$ cat src/hw/rtl/class_b_ping_slot_scheduler_assert.svh
// Assertion macros for the class B ping slot scheduler.
// Needs clk and rst_n in the scope where a macro is used.
`ifndef CLASS_B_PING_SLOT_SCHEDULER_ASSERT_SVH
`define CLASS_B_PING_SLOT_SCHEDULER_ASSERT_SVH

// Check that cons holds whenever ante holds.
`define CBPS_ASSERT_IMPLIES(label, ante, cons, msg) \
  label: assert property (@(posedge clk) disable iff (!rst_n) (ante) |-> (cons)) \
    else $error(msg);

// Check that expr holds at every clock edge out of reset.
`define CBPS_ASSERT_HOLDS(label, expr, msg) \
  label: assert property (@(posedge clk) disable iff (!rst_n) (expr)) \
    else $error(msg);

`endif

$ cat src/hw/rtl/cbps_pkg.sv
// Package for the class B ping slot scheduler: widths, constants, codes,
// control word types and the microcode ROM. No dependencies.
package cbps_pkg;

  localparam int unsigned SEC_W      = 32;
  localparam int unsigned NS_W       = 30;
  localparam int unsigned LOG2_W     = 3;
  localparam int unsigned SLOT_W     = 12;
  localparam int unsigned MIN_DLY_W  = 16;
  localparam int unsigned CNT_W      = 9;
  localparam int unsigned STATUS_W   = 2;
  localparam int unsigned DELAY_W    = 32;
  localparam int unsigned CFG_ADDR_W = 3;
  localparam int unsigned CFG_DATA_W = 32;
  localparam int unsigned PC_W       = 4;

  localparam int unsigned SIDX_W    = 21;
  localparam int unsigned TENTH_W   = 23;
  localparam int unsigned PROD_W    = 39;
  localparam int unsigned QEST_W    = 17;
  localparam int unsigned QSEC_W    = 16;
  localparam int unsigned RREM_W    = 24;
  localparam int unsigned REM_W     = 7;
  localparam int unsigned NSSUM_W   = 32;
  localparam int unsigned DS_W      = 33;
  localparam int unsigned DS_KEEP_W = 23;
  localparam int unsigned DNX_W     = 31;
  localparam int unsigned NS_LOW_W  = 6;
  localparam int unsigned Y_W       = 25;
  localparam int unsigned PROD2_W   = 50;
  localparam int unsigned AQ_W      = 12;
  localparam int unsigned AREM_W    = 26;
  localparam int unsigned FX_W      = 36;

  localparam logic [LOG2_W-1:0]    PING_NB_LOG2_RST = 3'd4;
  localparam logic [MIN_DLY_W-1:0] MIN_DELAY_RST    = 16'd300;

  localparam int unsigned SLOT_PERIOD_LOG2 = 12;
  localparam int unsigned SECOND_PERIOD_SEC = 128;
  localparam int unsigned TENTHS_PER_SLOT = 3;
  localparam int unsigned TENTHS_PER_SEC = 100;
  localparam int unsigned RECIP_100 = 41943;
  localparam int unsigned RECIP_100_SHIFT = 22;
  localparam int unsigned NS_PER_10MS = 10000000;
  localparam logic [NSSUM_W-1:0] NS_PER_SEC = 32'd1000000000;
  localparam int unsigned NS_BIAS = 1074000000;
  localparam int unsigned NS_BIAS_MS = 1074;
  localparam int unsigned DIV_15625 = 15625;
  localparam int unsigned RECIP_15625 = 17592186;
  localparam int unsigned RECIP_15625_SHIFT = 38;
  localparam int unsigned MS_PER_SEC = 1000;

  localparam logic [DELAY_W-1:0]    DELAY_MAX    = 32'h7FFF_FFFF;
  localparam logic [DELAY_W-1:0]    DELAY_MIN    = 32'h8000_0000;
  localparam logic signed [FX_W-1:0] FX_DELAY_MAX = 36'sd2147483647;
  localparam logic signed [FX_W-1:0] FX_DELAY_MIN = -36'sd2147483648;

  typedef enum logic [CFG_ADDR_W-1:0] {
    REG_BASE_SEC     = 3'd0,
    REG_BASE_NS      = 3'd1,
    REG_PING_NB_LOG2 = 3'd2,
    REG_FIRST_SLOT   = 3'd3,
    REG_SECOND_SLOT  = 3'd4,
    REG_MIN_DELAY_MS = 3'd5
  } cfg_reg_t;

  typedef enum logic [STATUS_W-1:0] {
    ST_RESTARTED  = 2'd0,
    ST_EXHAUSTED  = 2'd1,
    ST_FOUND_LAST = 2'd2,
    ST_FOUND_MORE = 2'd3
  } status_t;

  typedef enum logic [3:0] {
    UOP_IDLE, UOP_DISPATCH, UOP_RESTART, UOP_CHECK,
    UOP_SIDX, UOP_QEST, UOP_QFIX, UOP_NS,
    UOP_CARRY, UOP_DIFF, UOP_DIV1, UOP_DIV2,
    UOP_MS, UOP_CMP, UOP_FOUND, UOP_EXHAUST
  } uop_t;

  typedef enum logic [2:0] {
    JC_NONE, JC_ALWAYS, JC_NO_ITEM, JC_ACT_NEXT,
    JC_EXHAUSTED, JC_NS_OVER, JC_DELAY_LOW
  } jc_t;

  typedef logic [PC_W-1:0] pc_t;

  localparam pc_t PC_IDLE     = 4'd0;
  localparam pc_t PC_DISPATCH = 4'd1;
  localparam pc_t PC_RESTART  = 4'd2;
  localparam pc_t PC_CHECK    = 4'd3;
  localparam pc_t PC_SIDX     = 4'd4;
  localparam pc_t PC_QEST     = 4'd5;
  localparam pc_t PC_QFIX     = 4'd6;
  localparam pc_t PC_NS       = 4'd7;
  localparam pc_t PC_CARRY    = 4'd8;
  localparam pc_t PC_DIFF     = 4'd9;
  localparam pc_t PC_DIV1     = 4'd10;
  localparam pc_t PC_DIV2     = 4'd11;
  localparam pc_t PC_MS       = 4'd12;
  localparam pc_t PC_CMP      = 4'd13;
  localparam pc_t PC_FOUND    = 4'd14;
  localparam pc_t PC_EXHAUST  = 4'd15;

  typedef struct packed {
    uop_t uop;
    jc_t  jc;
    logic wait_out;
    pc_t  target;
  } uword_t;

  typedef struct packed {
    uop_t uop;
    logic go;
  } ctrl_t;

  typedef struct packed {
    logic no_item;
    logic act_next;
    logic exhausted;
    logic ns_over;
    logic delay_low;
    logic out_busy;
  } flags_t;

  function automatic uword_t ucode_rom(input pc_t addr);
    uword_t w;
    case (addr)
      PC_IDLE:     w = '{UOP_IDLE,     JC_NO_ITEM,   1'b0, PC_IDLE};
      PC_DISPATCH: w = '{UOP_DISPATCH, JC_ACT_NEXT,  1'b0, PC_CHECK};
      PC_RESTART:  w = '{UOP_RESTART,  JC_ALWAYS,    1'b1, PC_IDLE};
      PC_CHECK:    w = '{UOP_CHECK,    JC_EXHAUSTED, 1'b0, PC_EXHAUST};
      PC_SIDX:     w = '{UOP_SIDX,     JC_NONE,      1'b0, PC_IDLE};
      PC_QEST:     w = '{UOP_QEST,     JC_NONE,      1'b0, PC_IDLE};
      PC_QFIX:     w = '{UOP_QFIX,     JC_NONE,      1'b0, PC_IDLE};
      PC_NS:       w = '{UOP_NS,       JC_NONE,      1'b0, PC_IDLE};
      PC_CARRY:    w = '{UOP_CARRY,    JC_NS_OVER,   1'b0, PC_CARRY};
      PC_DIFF:     w = '{UOP_DIFF,     JC_NONE,      1'b0, PC_IDLE};
      PC_DIV1:     w = '{UOP_DIV1,     JC_NONE,      1'b0, PC_IDLE};
      PC_DIV2:     w = '{UOP_DIV2,     JC_NONE,      1'b0, PC_IDLE};
      PC_MS:       w = '{UOP_MS,       JC_NONE,      1'b0, PC_IDLE};
      PC_CMP:      w = '{UOP_CMP,      JC_DELAY_LOW, 1'b0, PC_CHECK};
      PC_FOUND:    w = '{UOP_FOUND,    JC_ALWAYS,    1'b1, PC_IDLE};
      PC_EXHAUST:  w = '{UOP_EXHAUST,  JC_ALWAYS,    1'b1, PC_IDLE};
      default:     w = '{UOP_IDLE,     JC_ALWAYS,    1'b0, PC_IDLE};
    endcase
    return w;
  endfunction

endpackage

$ cat src/hw/rtl/cbps_in_if.sv
// Request channel of the ping slot scheduler: valid/ready plus request fields.
// Depends on cbps_pkg for field widths.
interface cbps_in_if import cbps_pkg::*; ();
  logic              valid;
  logic              ready;
  logic              action;
  logic [SEC_W-1:0]  now_sec;
  logic [NS_W-1:0]   now_ns;

  modport source (output valid, action, now_sec, now_ns, input ready);
  modport sink   (input valid, action, now_sec, now_ns, output ready);
endinterface

$ cat src/hw/rtl/cbps_out_if.sv
// Result channel of the ping slot scheduler: valid/ready plus result fields.
// Depends on cbps_pkg for field widths.
interface cbps_out_if import cbps_pkg::*; ();
  logic                      valid;
  logic                      ready;
  logic [STATUS_W-1:0]       status;
  logic [SEC_W-1:0]          slot_sec;
  logic [NS_W-1:0]           slot_ns;
  logic signed [DELAY_W-1:0] delay_ms;

  modport source (output valid, status, slot_sec, slot_ns, delay_ms, input ready);
  modport sink   (input valid, status, slot_sec, slot_ns, delay_ms, output ready);
endinterface

$ cat src/hw/rtl/cbps_sequencer.sv
// Microcode sequencer: step counter, control ROM from cbps_pkg, conditional jumps.
// Depends on cbps_pkg.
module cbps_sequencer import cbps_pkg::*; (
  input  logic   clk,
  input  logic   rst_n,
  input  flags_t flags,
  output ctrl_t  ctrl
);

  pc_t    pc_r;
  pc_t    pc_nxt;
  uword_t word;
  logic   take;
  logic   stall;

  assign word  = ucode_rom(pc_r);
  assign stall = word.wait_out && flags.out_busy;

  always_comb begin
    case (word.jc)
      JC_NONE:      take = 1'b0;
      JC_ALWAYS:    take = 1'b1;
      JC_NO_ITEM:   take = flags.no_item;
      JC_ACT_NEXT:  take = flags.act_next;
      JC_EXHAUSTED: take = flags.exhausted;
      JC_NS_OVER:   take = flags.ns_over;
      JC_DELAY_LOW: take = flags.delay_low;
      default:      take = 1'b0;
    endcase
  end

  always_comb begin
    if (stall) begin
      pc_nxt = pc_r;
    end else if (take) begin
      pc_nxt = word.target;
    end else begin
      pc_nxt = pc_r + PC_W'(1);
    end
  end

  always_comb begin
    ctrl.uop = word.uop;
    ctrl.go  = !stall;
  end

  always_ff @(posedge clk) begin
    if (!rst_n) begin
      pc_r <= PC_IDLE;
    end else begin
      pc_r <= pc_nxt;
    end
  end

endmodule

$ cat src/hw/rtl/class_b_ping_slot_scheduler.sv
// Class B ping slot scheduler, top level: configuration registers, datapath,
// result register. Depends on cbps_pkg, cbps_in_if, cbps_out_if, cbps_sequencer.
//
// A restart request (action 0) loads a try budget of twice the slots per
// period and writes its status 0 result to the output register. A next
// request (action 1) passes a dispatch step, then per try the budget check,
// slot index, quotient estimate and fix, nanosecond sum and carry (repeated
// per carry), difference, divide estimate and fix, milliseconds and compare.
// It emits a found slot, or an exhausted result when the budget is spent.
// The rate is set by the single datapath that the sequencer steps one control
// word per cycle. A result step waits while the output register still holds an
// untaken result. One request is in flight at a time; a new request is taken as
// soon as the previous result sits in the output register.
// Configuration writes take effect on the next cycle and belong to idle time.
`include "class_b_ping_slot_scheduler_assert.svh"

module class_b_ping_slot_scheduler import cbps_pkg::*; (
  input  logic                  clk,
  input  logic                  rst_n,
  input  logic                  cfg_we,
  input  logic [CFG_ADDR_W-1:0] cfg_addr,
  input  logic [CFG_DATA_W-1:0] cfg_wdata,
  cbps_in_if.sink               in_ch,
  cbps_out_if.source            out_ch
);

  ctrl_t  ctrl;
  flags_t flags;

  logic [SEC_W-1:0]     base_sec_r, base_sec_nxt;
  logic [NS_W-1:0]      base_ns_r, base_ns_nxt;
  logic [LOG2_W-1:0]    log2_r, log2_nxt;
  logic [SLOT_W-1:0]    first_r, first_nxt;
  logic [SLOT_W-1:0]    second_r, second_nxt;
  logic [MIN_DLY_W-1:0] min_delay_r, min_delay_nxt;

  logic [CNT_W-1:0]  tries_r, tries_nxt;
  logic [CNT_W-1:0]  idx_r, idx_nxt;
  logic [SLOT_W-1:0] offset_r, offset_nxt;
  logic [CNT_W-1:0]  budget_r, budget_nxt;

  logic              act_r, act_nxt;
  logic [SEC_W-1:0]  now_sec_r, now_sec_nxt;
  logic [NS_W-1:0]   now_ns_r, now_ns_nxt;
  logic              second_per_r, second_per_nxt;
  logic [TENTH_W-1:0] tenths_r, tenths_nxt;
  logic [PROD_W-1:0]  prod_r, prod_nxt;
  logic [QSEC_W-1:0]  sec_r, sec_nxt;
  logic [REM_W-1:0]   rem_r, rem_nxt;
  logic [NSSUM_W-1:0] ns_r, ns_nxt;
  logic [SEC_W-1:0]   slot_sec_r, slot_sec_nxt;
  logic [DS_W-1:0]    ds_r, ds_nxt;
  logic [DNX_W-1:0]   dnx_r, dnx_nxt;
  logic [PROD2_W-1:0] prod2_r, prod2_nxt;
  logic [AQ_W-1:0]    a_r, a_nxt;
  logic               bnz_r, bnz_nxt;
  logic [DELAY_W-1:0] delay_r, delay_nxt;

  logic               out_valid_r, out_valid_nxt;
  status_t            out_status_r, out_status_nxt;
  logic [SEC_W-1:0]   out_sec_r, out_sec_nxt;
  logic [NS_W-1:0]    out_ns_r, out_ns_nxt;
  logic [DELAY_W-1:0] out_delay_r, out_delay_nxt;
  logic               out_wr;

  logic [CNT_W-1:0]   nslots;
  logic [CNT_W-1:0]   nslots_p1;
  logic [CNT_W-1:0]   tries_inc;
  logic [CNT_W-1:0]   idx_m1;
  logic [3:0]         shamt;
  logic [SIDX_W-1:0]  sidx;
  logic [TENTH_W-1:0] tenths;
  logic [QEST_W-1:0]  q_est;
  logic [RREM_W-1:0]  q_rem;
  logic [NSSUM_W-1:0] ns_sum;
  logic [SEC_W-1:0]   sec_sum;
  logic [NSSUM_W-1:0] dnx_full;
  logic [Y_W-1:0]     y_val;
  logic [AQ_W-1:0]    a_est;
  logic [AREM_W-1:0]  a_rem;
  logic               ds_in_range;
  logic signed [FX_W-1:0] ds_ext;
  logic signed [FX_W-1:0] f_ms;
  logic signed [FX_W-1:0] ms_trunc;
  logic [DELAY_W-1:0] delay_sat;

  cbps_sequencer u_seq (
    .clk   (clk),
    .rst_n (rst_n),
    .flags (flags),
    .ctrl  (ctrl)
  );

  assign nslots    = CNT_W'(1) << log2_r;
  assign nslots_p1 = nslots + CNT_W'(1);
  assign tries_inc = tries_r + CNT_W'(1);
  assign idx_m1    = idx_r - CNT_W'(1);
  assign shamt     = 4'(SLOT_PERIOD_LOG2) - {1'b0, log2_r};
  assign sidx      = SIDX_W'(offset_r) + (SIDX_W'(idx_m1) << shamt);
  assign tenths    = TENTH_W'(sidx) * TENTH_W'(TENTHS_PER_SLOT);

  assign q_est = prod_r[PROD_W-1:RECIP_100_SHIFT];
  assign q_rem = RREM_W'(tenths_r) - RREM_W'(q_est) * RREM_W'(TENTHS_PER_SEC);

  assign ns_sum  = NSSUM_W'(base_ns_r) + NSSUM_W'(rem_r) * NSSUM_W'(NS_PER_10MS);
  assign sec_sum = base_sec_r + SEC_W'(sec_r)
                 + (second_per_r ? SEC_W'(SECOND_PERIOD_SEC) : SEC_W'(0));

  assign dnx_full = ns_r + NSSUM_W'(NS_BIAS) - NSSUM_W'(now_ns_r);

  assign y_val = dnx_r[DNX_W-1:NS_LOW_W];
  assign a_est = prod2_r[PROD2_W-1:RECIP_15625_SHIFT];
  assign a_rem = AREM_W'(y_val) - AREM_W'(a_est) * AREM_W'(DIV_15625);

  assign ds_in_range = (ds_r[DS_W-1:DS_KEEP_W-1] == '0)
                    || (ds_r[DS_W-1:DS_KEEP_W-1] == '1);
  assign ds_ext   = $signed({{(FX_W-DS_KEEP_W){ds_r[DS_KEEP_W-1]}}, ds_r[DS_KEEP_W-1:0]});
  assign f_ms     = ds_ext * $signed(FX_W'(MS_PER_SEC)) + $signed(FX_W'(a_r))
                  - $signed(FX_W'(NS_BIAS_MS));
  assign ms_trunc = f_ms + $signed(FX_W'(f_ms[FX_W-1] && bnz_r));

  always_comb begin
    if (!ds_in_range) begin
      delay_sat = ds_r[DS_W-1] ? DELAY_MIN : DELAY_MAX;
    end else if (ms_trunc > FX_DELAY_MAX) begin
      delay_sat = DELAY_MAX;
    end else if (ms_trunc < FX_DELAY_MIN) begin
      delay_sat = DELAY_MIN;
    end else begin
      delay_sat = ms_trunc[DELAY_W-1:0];
    end
  end

  assign flags.no_item   = !in_ch.valid;
  assign flags.act_next  = act_r;
  assign flags.exhausted = tries_r >= budget_r;
  assign flags.ns_over   = ns_r >= NS_PER_SEC;
  assign flags.delay_low = $signed(delay_r) < $signed(DELAY_W'(min_delay_r));
  assign flags.out_busy  = out_valid_r && !out_ch.ready;

  assign out_wr = ctrl.go && ((ctrl.uop == UOP_RESTART) || (ctrl.uop == UOP_FOUND)
                              || (ctrl.uop == UOP_EXHAUST));

  always_comb begin
    base_sec_nxt   = base_sec_r;
    base_ns_nxt    = base_ns_r;
    log2_nxt       = log2_r;
    first_nxt      = first_r;
    second_nxt     = second_r;
    min_delay_nxt  = min_delay_r;
    tries_nxt      = tries_r;
    idx_nxt        = idx_r;
    offset_nxt     = offset_r;
    budget_nxt     = budget_r;
    act_nxt        = act_r;
    now_sec_nxt    = now_sec_r;
    now_ns_nxt     = now_ns_r;
    second_per_nxt = second_per_r;
    tenths_nxt     = tenths_r;
    prod_nxt       = prod_r;
    sec_nxt        = sec_r;
    rem_nxt        = rem_r;
    ns_nxt         = ns_r;
    slot_sec_nxt   = slot_sec_r;
    ds_nxt         = ds_r;
    dnx_nxt        = dnx_r;
    prod2_nxt      = prod2_r;
    a_nxt          = a_r;
    bnz_nxt        = bnz_r;
    delay_nxt      = delay_r;
    out_status_nxt = out_status_r;
    out_sec_nxt    = out_sec_r;
    out_ns_nxt     = out_ns_r;
    out_delay_nxt  = out_delay_r;
    out_valid_nxt  = out_valid_r && !out_ch.ready;

    if (ctrl.go) begin
      case (ctrl.uop)
        UOP_IDLE: begin
          if (in_ch.valid) begin
            act_nxt     = in_ch.action;
            now_sec_nxt = in_ch.now_sec;
            now_ns_nxt  = in_ch.now_ns;
          end
        end
        UOP_RESTART: begin
          budget_nxt     = {nslots[CNT_W-2:0], 1'b0};
          offset_nxt     = first_r;
          tries_nxt      = '0;
          idx_nxt        = '0;
          out_status_nxt = ST_RESTARTED;
          out_sec_nxt    = '0;
          out_ns_nxt     = '0;
          out_delay_nxt  = '0;
        end
        UOP_CHECK: begin
          if (!flags.exhausted) begin
            tries_nxt      = tries_inc;
            idx_nxt        = idx_r + CNT_W'(1);
            second_per_nxt = tries_inc >= nslots_p1;
            if (tries_inc == nslots_p1) begin
              idx_nxt    = CNT_W'(1);
              offset_nxt = second_r;
            end
          end
        end
        UOP_SIDX: begin
          tenths_nxt = tenths;
        end
        UOP_QEST: begin
          prod_nxt = PROD_W'(tenths_r) * PROD_W'(RECIP_100);
        end
        UOP_QFIX: begin
          if (q_rem >= RREM_W'(TENTHS_PER_SEC)) begin
            sec_nxt = QSEC_W'(q_est + QEST_W'(1));
            rem_nxt = REM_W'(q_rem - RREM_W'(TENTHS_PER_SEC));
          end else begin
            sec_nxt = QSEC_W'(q_est);
            rem_nxt = REM_W'(q_rem);
          end
        end
        UOP_NS: begin
          ns_nxt       = ns_sum;
          slot_sec_nxt = sec_sum;
        end
        UOP_CARRY: begin
          if (flags.ns_over) begin
            ns_nxt       = ns_r - NS_PER_SEC;
            slot_sec_nxt = slot_sec_r + SEC_W'(1);
          end
        end
        UOP_DIFF: begin
          ds_nxt  = {1'b0, slot_sec_r} - {1'b0, now_sec_r};
          dnx_nxt = dnx_full[DNX_W-1:0];
        end
        UOP_DIV1: begin
          prod2_nxt = PROD2_W'(y_val) * PROD2_W'(RECIP_15625);
        end
        UOP_DIV2: begin
          if (a_rem >= AREM_W'(DIV_15625)) begin
            a_nxt   = a_est + AQ_W'(1);
            bnz_nxt = (a_rem != AREM_W'(DIV_15625)) || (dnx_r[NS_LOW_W-1:0] != '0);
          end else begin
            a_nxt   = a_est;
            bnz_nxt = (a_rem != '0) || (dnx_r[NS_LOW_W-1:0] != '0);
          end
        end
        UOP_MS: begin
          delay_nxt = delay_sat;
        end
        UOP_FOUND: begin
          out_status_nxt = ({1'b0, tries_r} + (CNT_W+1)'(1) > {1'b0, budget_r})
                         ? ST_FOUND_LAST : ST_FOUND_MORE;
          out_sec_nxt    = slot_sec_r;
          out_ns_nxt     = ns_r[NS_W-1:0];
          out_delay_nxt  = delay_r;
        end
        UOP_EXHAUST: begin
          out_status_nxt = ST_EXHAUSTED;
          out_sec_nxt    = '0;
          out_ns_nxt     = '0;
          out_delay_nxt  = '0;
        end
        default: begin
        end
      endcase
    end

    if (out_wr) begin
      out_valid_nxt = 1'b1;
    end

    if (cfg_we) begin
      case (cfg_reg_t'(cfg_addr))
        REG_BASE_SEC:     base_sec_nxt  = cfg_wdata[SEC_W-1:0];
        REG_BASE_NS:      base_ns_nxt   = cfg_wdata[NS_W-1:0];
        REG_PING_NB_LOG2: log2_nxt      = cfg_wdata[LOG2_W-1:0];
        REG_FIRST_SLOT:   first_nxt     = cfg_wdata[SLOT_W-1:0];
        REG_SECOND_SLOT:  second_nxt    = cfg_wdata[SLOT_W-1:0];
        REG_MIN_DELAY_MS: min_delay_nxt = cfg_wdata[MIN_DLY_W-1:0];
        default: begin
        end
      endcase
    end
  end

  always_ff @(posedge clk) begin
    if (!rst_n) begin
      base_sec_r  <= '0;
      base_ns_r   <= '0;
      log2_r      <= PING_NB_LOG2_RST;
      first_r     <= '0;
      second_r    <= '0;
      min_delay_r <= MIN_DELAY_RST;
      tries_r     <= '0;
      idx_r       <= '0;
      offset_r    <= '0;
      budget_r    <= '0;
      out_valid_r <= 1'b0;
    end else begin
      base_sec_r  <= base_sec_nxt;
      base_ns_r   <= base_ns_nxt;
      log2_r      <= log2_nxt;
      first_r     <= first_nxt;
      second_r    <= second_nxt;
      min_delay_r <= min_delay_nxt;
      tries_r     <= tries_nxt;
      idx_r       <= idx_nxt;
      offset_r    <= offset_nxt;
      budget_r    <= budget_nxt;
      out_valid_r <= out_valid_nxt;
    end
  end

  always_ff @(posedge clk) begin
    act_r        <= act_nxt;
    now_sec_r    <= now_sec_nxt;
    now_ns_r     <= now_ns_nxt;
    second_per_r <= second_per_nxt;
    tenths_r     <= tenths_nxt;
    prod_r       <= prod_nxt;
    sec_r        <= sec_nxt;
    rem_r        <= rem_nxt;
    ns_r         <= ns_nxt;
    slot_sec_r   <= slot_sec_nxt;
    ds_r         <= ds_nxt;
    dnx_r        <= dnx_nxt;
    prod2_r      <= prod2_nxt;
    a_r          <= a_nxt;
    bnz_r        <= bnz_nxt;
    delay_r      <= delay_nxt;
    out_status_r <= out_status_nxt;
    out_sec_r    <= out_sec_nxt;
    out_ns_r     <= out_ns_nxt;
    out_delay_r  <= out_delay_nxt;
  end

  assign in_ch.ready     = (ctrl.uop == UOP_IDLE);
  assign out_ch.valid    = out_valid_r;
  assign out_ch.status   = out_status_r;
  assign out_ch.slot_sec = out_sec_r;
  assign out_ch.slot_ns  = out_ns_r;
  assign out_ch.delay_ms = $signed(out_delay_r);

  `CBPS_ASSERT_HOLDS(a_tries_in_budget, tries_r <= budget_r, "try count beyond budget")
  `CBPS_ASSERT_IMPLIES(a_rem_reduced, ctrl.uop == UOP_NS, rem_r < REM_W'(TENTHS_PER_SEC), "quotient correction left remainder of 100 or more")
  `CBPS_ASSERT_IMPLIES(a_ns_normalized, ctrl.uop == UOP_DIFF, ns_r < NS_PER_SEC, "nanoseconds not normalized after carry")
  `CBPS_ASSERT_IMPLIES(a_out_source, $rose(out_valid_r), $past(out_wr), "result appeared without a result step")

endmodule
$ cat src/flat_wrapper.sv
// flat-port wrapper written by rule: the top's interface ports become plain ports
module class_b_ping_slot_scheduler_flat import cbps_pkg::*;
  (clk, rst_n, cfg_we, cfg_addr, cfg_wdata, in_ch_valid, in_ch_action, in_ch_now_sec, in_ch_now_ns, in_ch_ready, out_ch_valid, out_ch_status, out_ch_slot_sec, out_ch_slot_ns, out_ch_delay_ms, out_ch_ready);
  cbps_in_if in_ch_i ();
  cbps_out_if out_ch_i ();
  input  logic clk;
  input  logic rst_n;
  input  logic cfg_we;
  input  logic [CFG_ADDR_W-1:0] cfg_addr;
  input  logic [CFG_DATA_W-1:0] cfg_wdata;
  input wire logic [$bits(in_ch_i.valid)-1:0] in_ch_valid;
  input wire logic [$bits(in_ch_i.action)-1:0] in_ch_action;
  input wire logic [$bits(in_ch_i.now_sec)-1:0] in_ch_now_sec;
  input wire logic [$bits(in_ch_i.now_ns)-1:0] in_ch_now_ns;
  output wire logic [$bits(in_ch_i.ready)-1:0] in_ch_ready;
  output wire logic [$bits(out_ch_i.valid)-1:0] out_ch_valid;
  output wire logic [$bits(out_ch_i.status)-1:0] out_ch_status;
  output wire logic [$bits(out_ch_i.slot_sec)-1:0] out_ch_slot_sec;
  output wire logic [$bits(out_ch_i.slot_ns)-1:0] out_ch_slot_ns;
  output wire logic [$bits(out_ch_i.delay_ms)-1:0] out_ch_delay_ms;
  input wire logic [$bits(out_ch_i.ready)-1:0] out_ch_ready;
  assign in_ch_i.valid = in_ch_valid;
  assign in_ch_i.action = in_ch_action;
  assign in_ch_i.now_sec = in_ch_now_sec;
  assign in_ch_i.now_ns = in_ch_now_ns;
  assign in_ch_ready = in_ch_i.ready;
  assign out_ch_valid = out_ch_i.valid;
  assign out_ch_status = out_ch_i.status;
  assign out_ch_slot_sec = out_ch_i.slot_sec;
  assign out_ch_slot_ns = out_ch_i.slot_ns;
  assign out_ch_delay_ms = out_ch_i.delay_ms;
  assign out_ch_i.ready = out_ch_ready;
  class_b_ping_slot_scheduler u_core (.clk(clk), .rst_n(rst_n), .cfg_we(cfg_we), .cfg_addr(cfg_addr), .cfg_wdata(cfg_wdata), .in_ch(in_ch_i), .out_ch(out_ch_i));
endmodule
$ cat config.mk
export PLATFORM = sky130hd
export DESIGN_NAME = class_b_ping_slot_scheduler_flat
export DESIGN_NICKNAME = d
export VERILOG_FILES = /design/src/hw/rtl/cbps_pkg.sv /design/src/hw/rtl/cbps_in_if.sv /design/src/hw/rtl/cbps_out_if.sv /design/src/hw/rtl/cbps_sequencer.sv /design/src/hw/rtl/class_b_ping_slot_scheduler.sv /design/src/flat_wrapper.sv
export VERILOG_INCLUDE_DIRS = /design/src /design/src/hw/rtl
export SDC_FILE = /design/constraint.sdc
export NUM_CORES = 2
export LEC_CHECK = 0
export BUFFER_PORTS_ARGS = -buffer_cell sky130_fd_sc_hd__buf_2
export CORE_MARGIN = 2
export CORE_UTILIZATION = 48
export CTS_CLUSTER_SIZE = 28
export DETAILED_ROUTE_END_ITERATION = 7
export PLACE_DENSITY = 0.65
export SYNTH_ARGS = -nofsm -noshare
export SYNTH_HDL_FRONTEND = slang
export SYNTH_SLANG_ARGS = --single-unit
$ cat constraint.sdc
create_clock -name clk -period 10 [get_ports clk]
set_clock_uncertainty 0.15 [all_clocks]
set_input_delay 1.5 -clock clk [delete_from_list [all_inputs] [get_ports clk]]
set_output_delay 1.5 -clock clk [all_outputs]
set_load 0.02 [all_outputs]
==> impl_metrics.toml <==
[worst_setup_path]
critPathTopFamily = "adder cells"
critPathMaxFanout = 4
end_kind = "flip-flop"
critPathKind = "flip-flop to flip-flop"
start_kind = "flip-flop"
cp.arrival_ns = 10.21
cp.required_ns = 10.28
max_stage_delay_ns = 0.56
cp_slowest_cell = "fa_1"
path_buf_inv = 9

[clock_network]
cts_tree = "built"
clock-sinks = 567
ctsHtreeMaxLevel = 3
clockBufferDepth = 3
clk_pin_slew_ns = 0.06
cts_root_buf = "clkbuf_16"
clock_latency_ns = 0.67
numCtsBuffers = 70

[floorplan]
chipWidth_um = 368
io_pins = 201
row_count = 133
die_area_mm2 = 0.136
start_util = 0.484
die_h_um = 368
core_area_mm2 = 0.132

[final_layout]
layout-drive-gt1-share = 0.0862
layout_commonest_cell = "inv_1"
nets = 8636
final_cell_count_no_fill = 8732
final_util = 0.534
design_area_mm2 = 0.0703
area_growth_syn_to_layout_pct = 10.5
final_cell_mix = "1,301 x inv_1, 1,007 x ha_1, 595 x fa_1"

[yosys]
dominantRegCellSynth = "edfxtp_1"
synthArstFlopShare = 0
synth_edf_count = 408
yosys_warnings = 0
postSynthCellCount = 6600
synth_top_area_frac = 0.200
ys_top_cells_by_area = "ha_1 20%, edfxtp_1 19%, fa_1 19%, inv_1 7.7%, dfxtp_1 5.0%"
ys_ff_latch = 567
syn_area_per_cell_um2 = 9.65
ys_types = 105
syn-num-nets = 8316
synth_top_cell_by_area = "ha_1"
yosysSeqAreaShare = 0.242
syn_area_mm2 = 0.0637

[pwr]
switching_share = 0.486
power.share.clock = 0.110
finalPower_mw = 23.3
power_switching_mw = 11.3
power.leakage_nw = 33.3
power.density_mw_per_mm2 = 331
comb_power_share = 0.739
ir_drop_mv = 0.527
p_int_mw = 12.0
pwr-share-seq = 0.151

[route]
avgViaCountPerCell = 5.32
first_pass_iters = 5
wirelength_um = 161000
vias = 46493
drc = 0
wire_per_inst_um = 18.4
ant_nets = 0
drtIter0Drc = 2876

[run_status]
outcome = "completed"

[sta]
rsz0062_at_grt = "yes"
relSlewSlack = 0.186
worst_slack_ns = 0.0630
period_share = 0.994
finalHoldViolations = 0
slew_viol_final = 0
finalSetupTns_ns = 0
setup_violations = 0
achievable-frequency_mhz = 101
holdWs_ns = 0.314
tightest_slew_ns = 1.22
layout_min_cycle_time_ns = 9.94

[placed_design]
gp_congestion = 0.909
portBuffers = 200
preCtsSetupSlack_ns = -0.580
hpwl_um = 131000
place_inst = 8572
placed_area_mm2 = 0.0675

[run]
maxCapViolations = 0

[global_routing]
grtUsageTotal = 0.241
grt_pass1_wl_um = 258000
grt_max_degree = 123
antenna_found_initial = 13
grt_overflow = 0
grt_pass1_vias = 47550

[hold_path]
hold_class = "flip-flop to flip-flop"
[kinds of logic after synthesis]
| kind of cell | after synthesis | synth area share |
|---|---|---|
| other | 1 | 0.0000589 |
| XOR/XNOR | 384 | 0.0532 |
| flip-flops | 567 | 0.242 |
| adder cells (fa/ha/maj) | 1613 | 0.387 |
| AND/OR/NAND/NOR | 1492 | 0.115 |
| AO/OA/AOI/OAI | 1091 | 0.113 |
| buffers and inverters | 1429 | 0.0848 |
| multiplexers | 23 | 0.00387 |
[what timing repair did]
item,in CTS,in global routing
hold buffers,0,0
buffers inserted,12,18
gates resized for setup,25,42
endpoints found under the setup margin,31,31
hold endpoints to repair,0,0
cloned,1,2
pin swaps,14,31
[cells in the mapped netlist (all sizes together) (13+ instances only)]
| master | count |
|---|---|
| a211o | 17 |
| a211oi | 40 |
| a21boi | 121 |
| a21o | 91 |
| a21oi | 269 |
| a31oi | 26 |
| and2 | 144 |
| and3 | 60 |
| clkbuf | 105 |
| dfxtp | 159 |
| edfxtp | 408 |
| fa | 596 |
| ha | 1017 |
| inv | 1312 |
| mux2i | 19 |
| nand2 | 464 |
| nand2b | 58 |
| nand3 | 121 |
| nand3b | 14 |
| nand4 | 38 |
| nor2 | 292 |
| nor2b | 52 |
| nor3 | 98 |
| nor3b | 18 |
| nor4 | 36 |
| o211a | 20 |
| o211ai | 32 |
| o21a | 51 |
| o21ai | 245 |
| o21bai | 37 |
| o31ai | 19 |
| or2 | 21 |
| or3 | 36 |
| or4 | 13 |
| xnor2 | 250 |
| xor2 | 133 |
[layout make-up]
class                           count  area, µm²
Clock buffer                       84       1880
Tap cell                         1755       2200
Inverter                         1313       4930
Antenna cell                        4       10.0
Multi-Input combinational cell   4604      43200
Clock inverter                     41        414
Timing Repair Buffer              364       2300
Fill cell                       11931      61300
Sequential cell                   567      15400
[worst register-to-register path: cells and delay by family, from the launching register on]
family          cells  cell delay [ns]
flops               1             0.36
fa+ha+maj           8             2.95
compound gates     15             2.60
buf+inv             9             0.98
xor+xnor            1             0.15
simple gates       13             2.53
[power by group through the flow]
stage	Sequential, mW	Combinational (mW)	Clock (mW)
after global routing	3.53	19.5	2.69
final	3.51	17.2	2.56
after global placement	3.56	16.6	0
after CTS	3.51	17.0	2.61
after detailed placement	3.56	16.8	0
after floorplan	3.55	12.4	0
[per-layer routing]
layer,GRT usage,part of all wire
met1,0.321,0.44
met2,0.409,0.48
met3,0.0317,0.047
met4,0.0685,0.028
met5,0,0.00035
[registers in the layout, indices dropped and copies added (netlist names), 17 cells and up]
signal / cells
u_core.slot_sec_r: 32
u_core.ds_r: 33
u_core.now_sec_r: 32
u_core.dnx_r: 31
u_core.ns_r: 32
u_core.base_sec_r: 32
u_core.out_ch.slot_ns: 30
u_core.now_ns_r: 30
u_core.delay_r: 32
u_core.prod_r: 17
u_core.tenths_r: 23
u_core.out_ch.slot_sec: 32
u_core.out_ch.delay_ms: 32
u_core.base_ns_r: 30
[final timing paths]
kind | startpoint | depth (start not counted) | slack (ns) | to
setup reg to reg | u_core.ds_r[6] | 46 | 0.06 | u_core.delay_r[9]
hold / removal | u_core.base_ns_r[0] | 2 | 0.31 | u_core.base_ns_r[0]
setup / recovery | u_core.ds_r[6] | 46 | 0.06 | u_core.delay_r[9]
hold reg to reg | u_core.base_ns_r[0] | 2 | 0.31 | u_core.base_ns_r[0]
No activity file was read; power rests on OpenSTA's default activity.
